===== src/sv/pshm_pkg.sv =====
`timescale 1ns / 1ps
`default_nettype none
// ----------------------------------------------------------------------------
// pshm_pkg
// Shared constants and controller/datapath interface types for the
// polynomial string hash.
// ----------------------------------------------------------------------------
package pshm_pkg;

	localparam int CFG_DATA_W  = 32;
	localparam int CFG_INDEX_W = 1;
	localparam int BYTE_W      = 8;

	localparam logic [CFG_INDEX_W-1:0] REG_CAPACITY   = 1'd0;
	localparam logic [CFG_INDEX_W-1:0] REG_MULTIPLIER = 1'd1;

	localparam logic [CFG_DATA_W-1:0] CAPACITY_RESET   = 32'd1024;
	localparam logic [CFG_DATA_W-1:0] MULTIPLIER_RESET = 32'd31;

	// controller -> datapath
	typedef struct packed {
		logic take;        // input beat accepted, latch the byte
		logic load_mul;    // multiply-accumulate, load remainder unit
		logic load_fin;    // load hash*2+1 into remainder unit
		logic step;        // one restoring remainder step
		logic write_hash;  // store remainder as running hash
		logic emit;        // present remainder as bucket, clear hash
	} pshm_cmd_t;

	// datapath -> controller
	typedef struct packed {
		logic out_busy;    // output register holds a beat that is not taken
	} pshm_status_t;

endpackage
`default_nettype wire


===== src/sv/pshm_datapath.sv =====
`timescale 1ns / 1ps
`default_nettype none
// ----------------------------------------------------------------------------
// pshm_datapath
// Config registers, running hash, multiply-accumulate, bit-serial restoring
// remainder unit and output register.
// ----------------------------------------------------------------------------
module pshm_datapath #(
	parameter int HASH_BITS = 31
) (
	input  wire logic                              clk,
	input  wire logic                              arst_n,
	input  wire logic                              cfg_write,
	input  wire logic [pshm_pkg::CFG_INDEX_W-1:0]  cfg_index,
	input  wire logic [pshm_pkg::CFG_DATA_W-1:0]   cfg_data,
	input  wire logic [pshm_pkg::BYTE_W-1:0]       key_byte,
	input  wire pshm_pkg::pshm_cmd_t               cmd,
	output      pshm_pkg::pshm_status_t            sts,
	output      logic                              out_valid,
	input  wire logic                              out_stall,
	output      logic [HASH_BITS-1:0]              bucket
);
	import pshm_pkg::*;

	localparam int P_W   = HASH_BITS + CFG_DATA_W;  // product width
	localparam int SHAMT = P_W - HASH_BITS - 1;     // aligns finish dividend to top
	localparam logic [CFG_DATA_W-1:0] CAP_TOP = CFG_DATA_W'(1) << HASH_BITS;

	logic [CFG_DATA_W-1:0] capacity_q;
	logic [CFG_DATA_W-1:0] multiplier_q;
	logic [HASH_BITS-1:0]  hash_q;
	logic [BYTE_W-1:0]     byte_q;
	logic [P_W-1:0]        div_q;
	logic [HASH_BITS-1:0]  rem_q;
	logic [HASH_BITS:0]    cap_eff_q;
	logic [HASH_BITS-1:0]  bucket_q;
	logic                  out_valid_q;

	logic [CFG_DATA_W-1:0] cap_sel;
	logic [HASH_BITS:0]    cap_eff;
	logic [P_W-1:0]        prod;
	logic [P_W-1:0]        fin_div;
	logic [HASH_BITS:0]    rem_sh;
	logic [HASH_BITS:0]    rem_diff;
	logic [HASH_BITS-1:0]  rem_next;

	// zero capacity acts as one, oversize saturates to 2^HASH_BITS
	always_comb begin
		if (capacity_q == '0) begin
			cap_sel = CFG_DATA_W'(1);
		end else if (capacity_q > CAP_TOP) begin
			cap_sel = CAP_TOP;
		end else begin
			cap_sel = capacity_q;
		end
	end
	assign cap_eff = cap_sel[HASH_BITS:0];

	assign prod    = P_W'(hash_q) * P_W'(multiplier_q) + P_W'(byte_q);
	assign fin_div = P_W'({hash_q, 1'b1}) << SHAMT;

	// rem_q < cap_eff_q, so the shifted value is below 2*cap_eff_q
	assign rem_sh   = {rem_q, div_q[P_W-1]};
	assign rem_diff = rem_sh - cap_eff_q;
	assign rem_next = (rem_sh >= cap_eff_q) ? rem_diff[HASH_BITS-1:0] : rem_sh[HASH_BITS-1:0];

	always_ff @(posedge clk or negedge arst_n) begin
		if (!arst_n) begin
			capacity_q   <= CAPACITY_RESET;
			multiplier_q <= MULTIPLIER_RESET;
		end else if (cfg_write) begin
			case (cfg_index)
				REG_CAPACITY:   capacity_q   <= cfg_data;
				REG_MULTIPLIER: multiplier_q <= cfg_data;
				default: ;
			endcase
		end
	end

	always_ff @(posedge clk or negedge arst_n) begin
		if (!arst_n) begin
			hash_q <= '0;
		end else if (cmd.emit) begin
			hash_q <= '0;
		end else if (cmd.write_hash) begin
			hash_q <= rem_next;
		end
	end

	always_ff @(posedge clk or negedge arst_n) begin
		if (!arst_n) begin
			out_valid_q <= 1'b0;
		end else if (cmd.emit) begin
			out_valid_q <= 1'b1;
		end else if (!out_stall) begin
			out_valid_q <= 1'b0;
		end
	end

	always_ff @(posedge clk) begin
		if (cmd.take) begin
			byte_q <= key_byte;
		end
		if (cmd.load_mul) begin
			div_q     <= prod;
			rem_q     <= '0;
			cap_eff_q <= cap_eff;
		end else if (cmd.load_fin) begin
			div_q     <= fin_div;
			rem_q     <= '0;
			cap_eff_q <= cap_eff;
		end else if (cmd.step) begin
			div_q <= div_q << 1;
			rem_q <= rem_next;
		end
		if (cmd.emit) begin
			bucket_q <= rem_q;
		end
	end

	assign sts.out_busy = out_valid_q && out_stall;
	assign out_valid    = out_valid_q;
	assign bucket       = bucket_q;

	a_rem_below_cap: assert property (@(posedge clk) disable iff (!arst_n)
		cmd.step |-> ({1'b0, rem_q} < cap_eff_q))
		else $error("remainder not below modulus during reduction");

	a_emit_bucket: assert property (@(posedge clk) disable iff (!arst_n)
		cmd.emit |=> out_valid_q && (hash_q == '0) && ({1'b0, bucket_q} < cap_eff_q))
		else $error("emitted bucket out of range or hash not cleared");

	a_no_overwrite: assert property (@(posedge clk) disable iff (!arst_n)
		cmd.emit |-> !(out_valid_q && out_stall))
		else $error("bucket overwritten while stalled");

endmodule
`default_nettype wire


===== src/sv/pshm_ctrl.sv =====
`timescale 1ns / 1ps
`default_nettype none
// ----------------------------------------------------------------------------
// pshm_ctrl
// Sequencer: accept a beat, multiply-accumulate, run the remainder steps,
// apply the finish step and hand the bucket to the output register.
// ----------------------------------------------------------------------------
module pshm_ctrl #(
	parameter int HASH_BITS = 31
) (
	input  wire logic                    clk,
	input  wire logic                    arst_n,
	input  wire logic                    in_valid,
	output      logic                    in_stall,
	input  wire logic                    has_byte,
	input  wire logic                    last_byte,
	input  wire pshm_pkg::pshm_status_t  sts,
	output      pshm_pkg::pshm_cmd_t     cmd
);
	import pshm_pkg::*;

	localparam int P_W   = HASH_BITS + CFG_DATA_W;
	localparam int CNT_W = $clog2(P_W + 1);

	localparam logic [2:0] ST_IDLE = 3'd0;
	localparam logic [2:0] ST_MUL  = 3'd1;
	localparam logic [2:0] ST_DIV  = 3'd2;
	localparam logic [2:0] ST_FIN  = 3'd3;
	localparam logic [2:0] ST_EMIT = 3'd4;

	logic [2:0]       state_q, state_d;
	logic [CNT_W-1:0] cnt_q, cnt_d;
	logic             fin_q, fin_d;
	logic             last_q, last_d;

	always_comb begin
		cmd     = '0;
		state_d = state_q;
		cnt_d   = cnt_q;
		fin_d   = fin_q;
		last_d  = last_q;
		case (state_q)
			ST_IDLE: begin
				if (in_valid) begin
					cmd.take = 1'b1;
					last_d   = last_byte;
					if (has_byte) begin
						state_d = ST_MUL;
					end else if (last_byte) begin
						state_d = ST_FIN;
					end
				end
			end
			ST_MUL: begin
				cmd.load_mul = 1'b1;
				cnt_d        = CNT_W'(P_W);
				fin_d        = 1'b0;
				state_d      = ST_DIV;
			end
			ST_FIN: begin
				cmd.load_fin = 1'b1;
				cnt_d        = CNT_W'(HASH_BITS + 1);
				fin_d        = 1'b1;
				state_d      = ST_DIV;
			end
			ST_DIV: begin
				cmd.step = 1'b1;
				cnt_d    = cnt_q - CNT_W'(1);
				if (cnt_q == CNT_W'(1)) begin
					if (fin_q) begin
						state_d = ST_EMIT;
					end else begin
						cmd.write_hash = 1'b1;
						state_d        = last_q ? ST_FIN : ST_IDLE;
					end
				end
			end
			ST_EMIT: begin
				if (!sts.out_busy) begin
					cmd.emit = 1'b1;
					state_d  = ST_IDLE;
				end
			end
			default: begin
				state_d = ST_IDLE;
			end
		endcase
	end

	always_ff @(posedge clk or negedge arst_n) begin
		if (!arst_n) begin
			state_q <= ST_IDLE;
			cnt_q   <= '0;
			fin_q   <= 1'b0;
			last_q  <= 1'b0;
		end else begin
			state_q <= state_d;
			cnt_q   <= cnt_d;
			fin_q   <= fin_d;
			last_q  <= last_d;
		end
	end

	assign in_stall = (state_q != ST_IDLE);

	a_div_count: assert property (@(posedge clk) disable iff (!arst_n)
		(state_q == ST_DIV) |-> (cnt_q != '0))
		else $error("reduction running with exhausted step count");

	a_fin_after_last: assert property (@(posedge clk) disable iff (!arst_n)
		cmd.write_hash && last_q |=> (state_q == ST_FIN))
		else $error("last beat did not go on to the finish step");

	a_single_cmd: assert property (@(posedge clk) disable iff (!arst_n)
		$onehot0({cmd.load_mul, cmd.load_fin, cmd.step, cmd.emit}))
		else $error("conflicting datapath commands");

endmodule
`default_nettype wire


===== src/sv/polynomial_string_hash_mod.sv =====
`timescale 1ns / 1ps
`default_nettype none
// ----------------------------------------------------------------------------
// polynomial_string_hash_mod
// Polynomial string hash of a byte-serial key, reduced modulo a table size.
// ----------------------------------------------------------------------------
// Each beat with a byte folds it in as (hash*multiplier + byte) mod capacity;
// a beat marked last then applies (hash*2+1) mod capacity, emits the bucket
// and clears the hash. One beat is worked on at a time. A byte beat is
// accepted, then multiply-accumulated, then reduced one remainder bit per
// cycle over the HASH_BITS+32 bit product in the restoring reduction unit.
// The last beat adds the finish step through the same unit, plus a hand-off
// to the output register, which waits while the output is still stalled.
// A beat with neither byte nor last is taken and changes nothing.
// Capacity zero acts as one; capacity above 2^HASH_BITS saturates to it.
// The user must write registers only between keys' beats, while nothing
// is in flight; the block itself does not enforce this.
// ----------------------------------------------------------------------------
module polynomial_string_hash_mod #(
	parameter int HASH_BITS = 31
) (
	input  wire logic                              clk,
	input  wire logic                              arst_n,
	input  wire logic                              cfg_write,
	input  wire logic [pshm_pkg::CFG_INDEX_W-1:0]  cfg_index,
	input  wire logic [pshm_pkg::CFG_DATA_W-1:0]   cfg_data,
	input  wire logic                              in_valid,
	output      logic                              in_stall,
	input  wire logic [pshm_pkg::BYTE_W-1:0]       key_byte,
	input  wire logic                              has_byte,
	input  wire logic                              last_byte,
	output      logic                              out_valid,
	input  wire logic                              out_stall,
	output      logic [HASH_BITS-1:0]              bucket
);
	import pshm_pkg::*;

	pshm_cmd_t    cmd;
	pshm_status_t sts;

	pshm_ctrl #(
		.HASH_BITS (HASH_BITS)
	) u_ctrl (
		.clk       (clk),
		.arst_n    (arst_n),
		.in_valid  (in_valid),
		.in_stall  (in_stall),
		.has_byte  (has_byte),
		.last_byte (last_byte),
		.sts       (sts),
		.cmd       (cmd)
	);

	pshm_datapath #(
		.HASH_BITS (HASH_BITS)
	) u_datapath (
		.clk       (clk),
		.arst_n    (arst_n),
		.cfg_write (cfg_write),
		.cfg_index (cfg_index),
		.cfg_data  (cfg_data),
		.key_byte  (key_byte),
		.cmd       (cmd),
		.sts       (sts),
		.out_valid (out_valid),
		.out_stall (out_stall),
		.bucket    (bucket)
	);

endmodule
`default_nettype wire


===== config.mk =====
export PLATFORM = sky130hd
export DESIGN_NAME = polynomial_string_hash_mod
export DESIGN_NICKNAME = d
export VERILOG_FILES = /design/src/sv/pshm_pkg.sv /design/src/sv/pshm_datapath.sv /design/src/sv/pshm_ctrl.sv /design/src/sv/polynomial_string_hash_mod.sv
export SDC_FILE = /design/constraint.sdc
export NUM_CORES = 2
export LEC_CHECK = 0
export BUFFER_PORTS_ARGS = -buffer_cell sky130_fd_sc_hd__buf_2
export CAP_MARGIN = 5
export CORE_MARGIN = 2
export CORE_UTILIZATION = 42
export DETAILED_ROUTE_END_ITERATION = 16
export GPL_ROUTABILITY_DRIVEN = 0
export PLACE_DENSITY = 0.61
export SLEW_MARGIN = 20
export SYNTH_ARGS = -nofsm -noshare
export SYNTH_HDL_FRONTEND = slang
export SYNTH_SLANG_ARGS = --single-unit

===== constraint.sdc =====
create_clock -name clk -period 8.5 [get_ports clk]
set_input_delay 0.425 -clock clk [delete_from_list [all_inputs] [get_ports clk]]
set_output_delay 0.425 -clock clk [all_outputs]
set_load 0.005 [all_outputs]

==> out/results.ini <==
[status]
status=finished clean

[detailed_routing]
antenna_left=0
wl_per_cell_um=19.0
vias_per_cell=5.15
num_vias=32100
wl_um=119000
drt_pass1_iterations=6
drc=0
detailedRoute.firstIterationViolations=1932

[yosys]
synth_top_family_by_area=adder cells
synth_compound_area_frac=0.0626
synth_seq_cells=272
synth_cell_types=76
synth_xor_area_frac=0.0158
synth_edf_count=134
synth_fa_ha_area_frac=0.472
syn_area_sq_um=45600
async_flop_share=0.393
yosysTopAreaCell=fa_1
synth_fp_nets=6081
synth_top_cell_area_share=0.384
ys_warn_count=0
synth.mux.area_fraction=0.0198
synthSimpleGateAreaFrac=0.160
synthFlopType=edfxtp_1
syn_area_per_cell_sq_um=9.42
synthTopCellsByArea=fa_1 38%, edfxtp_1 8.8%, ha_1 8.8%
seq_area_frac_synth=0.161
synth_cells=4839

[worst_setup_path]
critical_path_buf_inv_count=8
arrival_ps=8460
cp.required_ps=8810
r2r_start=u_datapath.multiplier_q[10]
end_kind=flop
worst-setup-path-type=flop to flop
cpMostUsedCell=fa_1
path_delay_family=adder cells
reg2reg_slack_ps=350
ff2ff_path_depth=29
cp_max_fo=11
slowest_delay_ps=560
crit_slowest_cell=dfrtp_1
timing.rr.end=u_datapath.div_q[56]
startpoint_type=flop

[sta]
worst_pin_slew_ps=1000
slew_headroom=0.331
final_hold_viol_count=0
drv_slew=0
fin_skew_ps=33.0
clock.fmax_ghz=0.123
finalCritPeriodShare=0.959
setup_viol=0
finalWorstSetupSlack_ps=347
fin_crit_ps=8150

[min_path]
min_to=u_datapath.byte_q[3]
min_from=key_byte[3]
whs_path_depth=1
hold_path.class=primary input to flop

[global_routing]
grt_pass1_vias=34700
grt_overflow_total=0
antenna_found_initial=0
grt_max_degree=82
grt_usage=0.222
grt_first_pass_wirelength_um=194000

[clocking]
cts_sinks=272
clk_latency_ps=580
cts_tree=built
cts_buffers=36
h-tree-depth=2
cts_root_buf=clkbuf_16
clk_pin_slew_ps=60
clock_path_buffers=3

[floorplanning]
die_w_um=333
ios=81
die_h_um=333
fp.coreArea_sq_um=107000
start_util=0.425
die_area_sq_um=111000
rows=120

[placed_design]
placed_area_sq_um=47600
pre_cts_slack_ps=126
post-dp-hpwl_um=97400
port_buffers=80

[final_layout]
fin_area_sq_um=48800
fin_nets=6038
drive_gt1_frac=0.0771
layout_common_cells=1042 x inv_1, 874 x fa_1, 606 x and2_1
layout_commonest_cell=inv_1
nFillCells=10300
area.growth.synth_to_final_pct=7.02

[flow_run]
drv_cap=0

[cells by family after synthesis]
family          Yosys count
simple gates           1431
mux                      82
buf+inv                1316
compound gates          462
fa+ha+maj              1194
xor+xnor                 82
flops                   272
[layout make-up]
type	instances	area, sq um	area share
multi-input combinational	3251	33300	0.683
sequential	272	7360	0.151
inverter	1044	3920	0.0803
tap	1403	1760	0.0360
timing repair buffer	191	1260	0.0259
clock buffer	44	961	0.0197
clock inverter	22	205	0.00421
antenna	1	2.50	0.0000513
[through the flow]
step           hold slack [ps]  utilization  setup TNS [ps]  instances
2_1_floorplan              129            -               0       4839
3_3_place_gp               365        0.443               0       6160
3_5_place_dp               361        0.443               0       6160
4_1_cts                   12.0        0.454               0       6227
5_1_grt                   20.6        0.454           -6.76       6227
6_report                  43.6        0.454               0       6228
[routing by layer]
layer,global-route usage,wire length (um),vias to the layer above
met4,0.0743,4240,0
met1,0.292,50000,16700
li1,-,-,14500
met3,0.0238,4940,171
met2,0.381,59300,699
met5,0,0,-
[state kept, by name, indices dropped and copies added (netlist names)]
signal and flops:
u_ctrl.fin_q 1, u_ctrl.cnt_q 6, u_ctrl.state_q 3, u_datapath.byte_q 8
u_datapath.rem_q 31, u_datapath.capacity_q 32, u_datapath.multiplier_q 32, u_datapath.hash_q 31
u_datapath.out_valid 1, u_datapath.div_q 63, u_datapath.bucket 31, u_datapath.cap_eff_q 32
u_ctrl.last_q 1
[worst max-delay path by stage]
stage,from,endpoint,slack (ps),depth (start not counted)
after floorplan,u_datapath.hash_q[4],u_datapath.div_q[61],1140,27
after global placement,u_datapath.hash_q[6],u_datapath.div_q[56],210,28
after detailed placement,u_datapath.hash_q[6],u_datapath.div_q[56],130,28
after CTS,u_datapath.hash_q[6],u_datapath.div_q[56],70,28
after global routing,u_datapath.hash_q[3],u_datapath.div_q[56],-7,30
final,u_datapath.multiplier_q[10],u_datapath.div_q[56],350,29
[cells in the mapped netlist, types with 5 or more instances]
master,number
a211oi_1,7
a21boi_0,5
a21o_1,46
a21oi_1,141
a22o_1,5
a31oi_1,8
a41oi_1,5
and2_1,606
and3_1,22
buf_1,9
buf_2,5
clkbuf_1,252
dfrtp_1,101
dfstp_2,6
dfxtp_1,31
edfxtp_1,134
fa_1,874
ha_1,320
inv_1,1044
mux2_2,65
mux2i_1,17
nand2_1,555
nand2b_1,13
nand3_1,57
nand4_1,26
nor2_1,80
nor2b_1,18
nor3_1,18
nor4_1,7
o211ai_1,6
o21a_1,12
o21ai_0,123
o21ai_1,38
o21bai_1,10
o22ai_1,5
o31ai_1,9
or3_1,10
xnor2_1,50
xor2_1,32
[what timing repair did]
| action | 4_1_cts | 5_1_grt |
|---|---|---|
| gates resized for setup | 0 | 22 |
| setup endpoints to repair | 0 | 19 |
| buffers inserted | 0 | 0 |
| hold endpoints to repair | 18 | 0 |
| hold buffers | 1 | 0 |
Power is left out: the tool's default activity adds up to more than one toggle a clock period on the data nets, which glitch-free logic cannot reach.
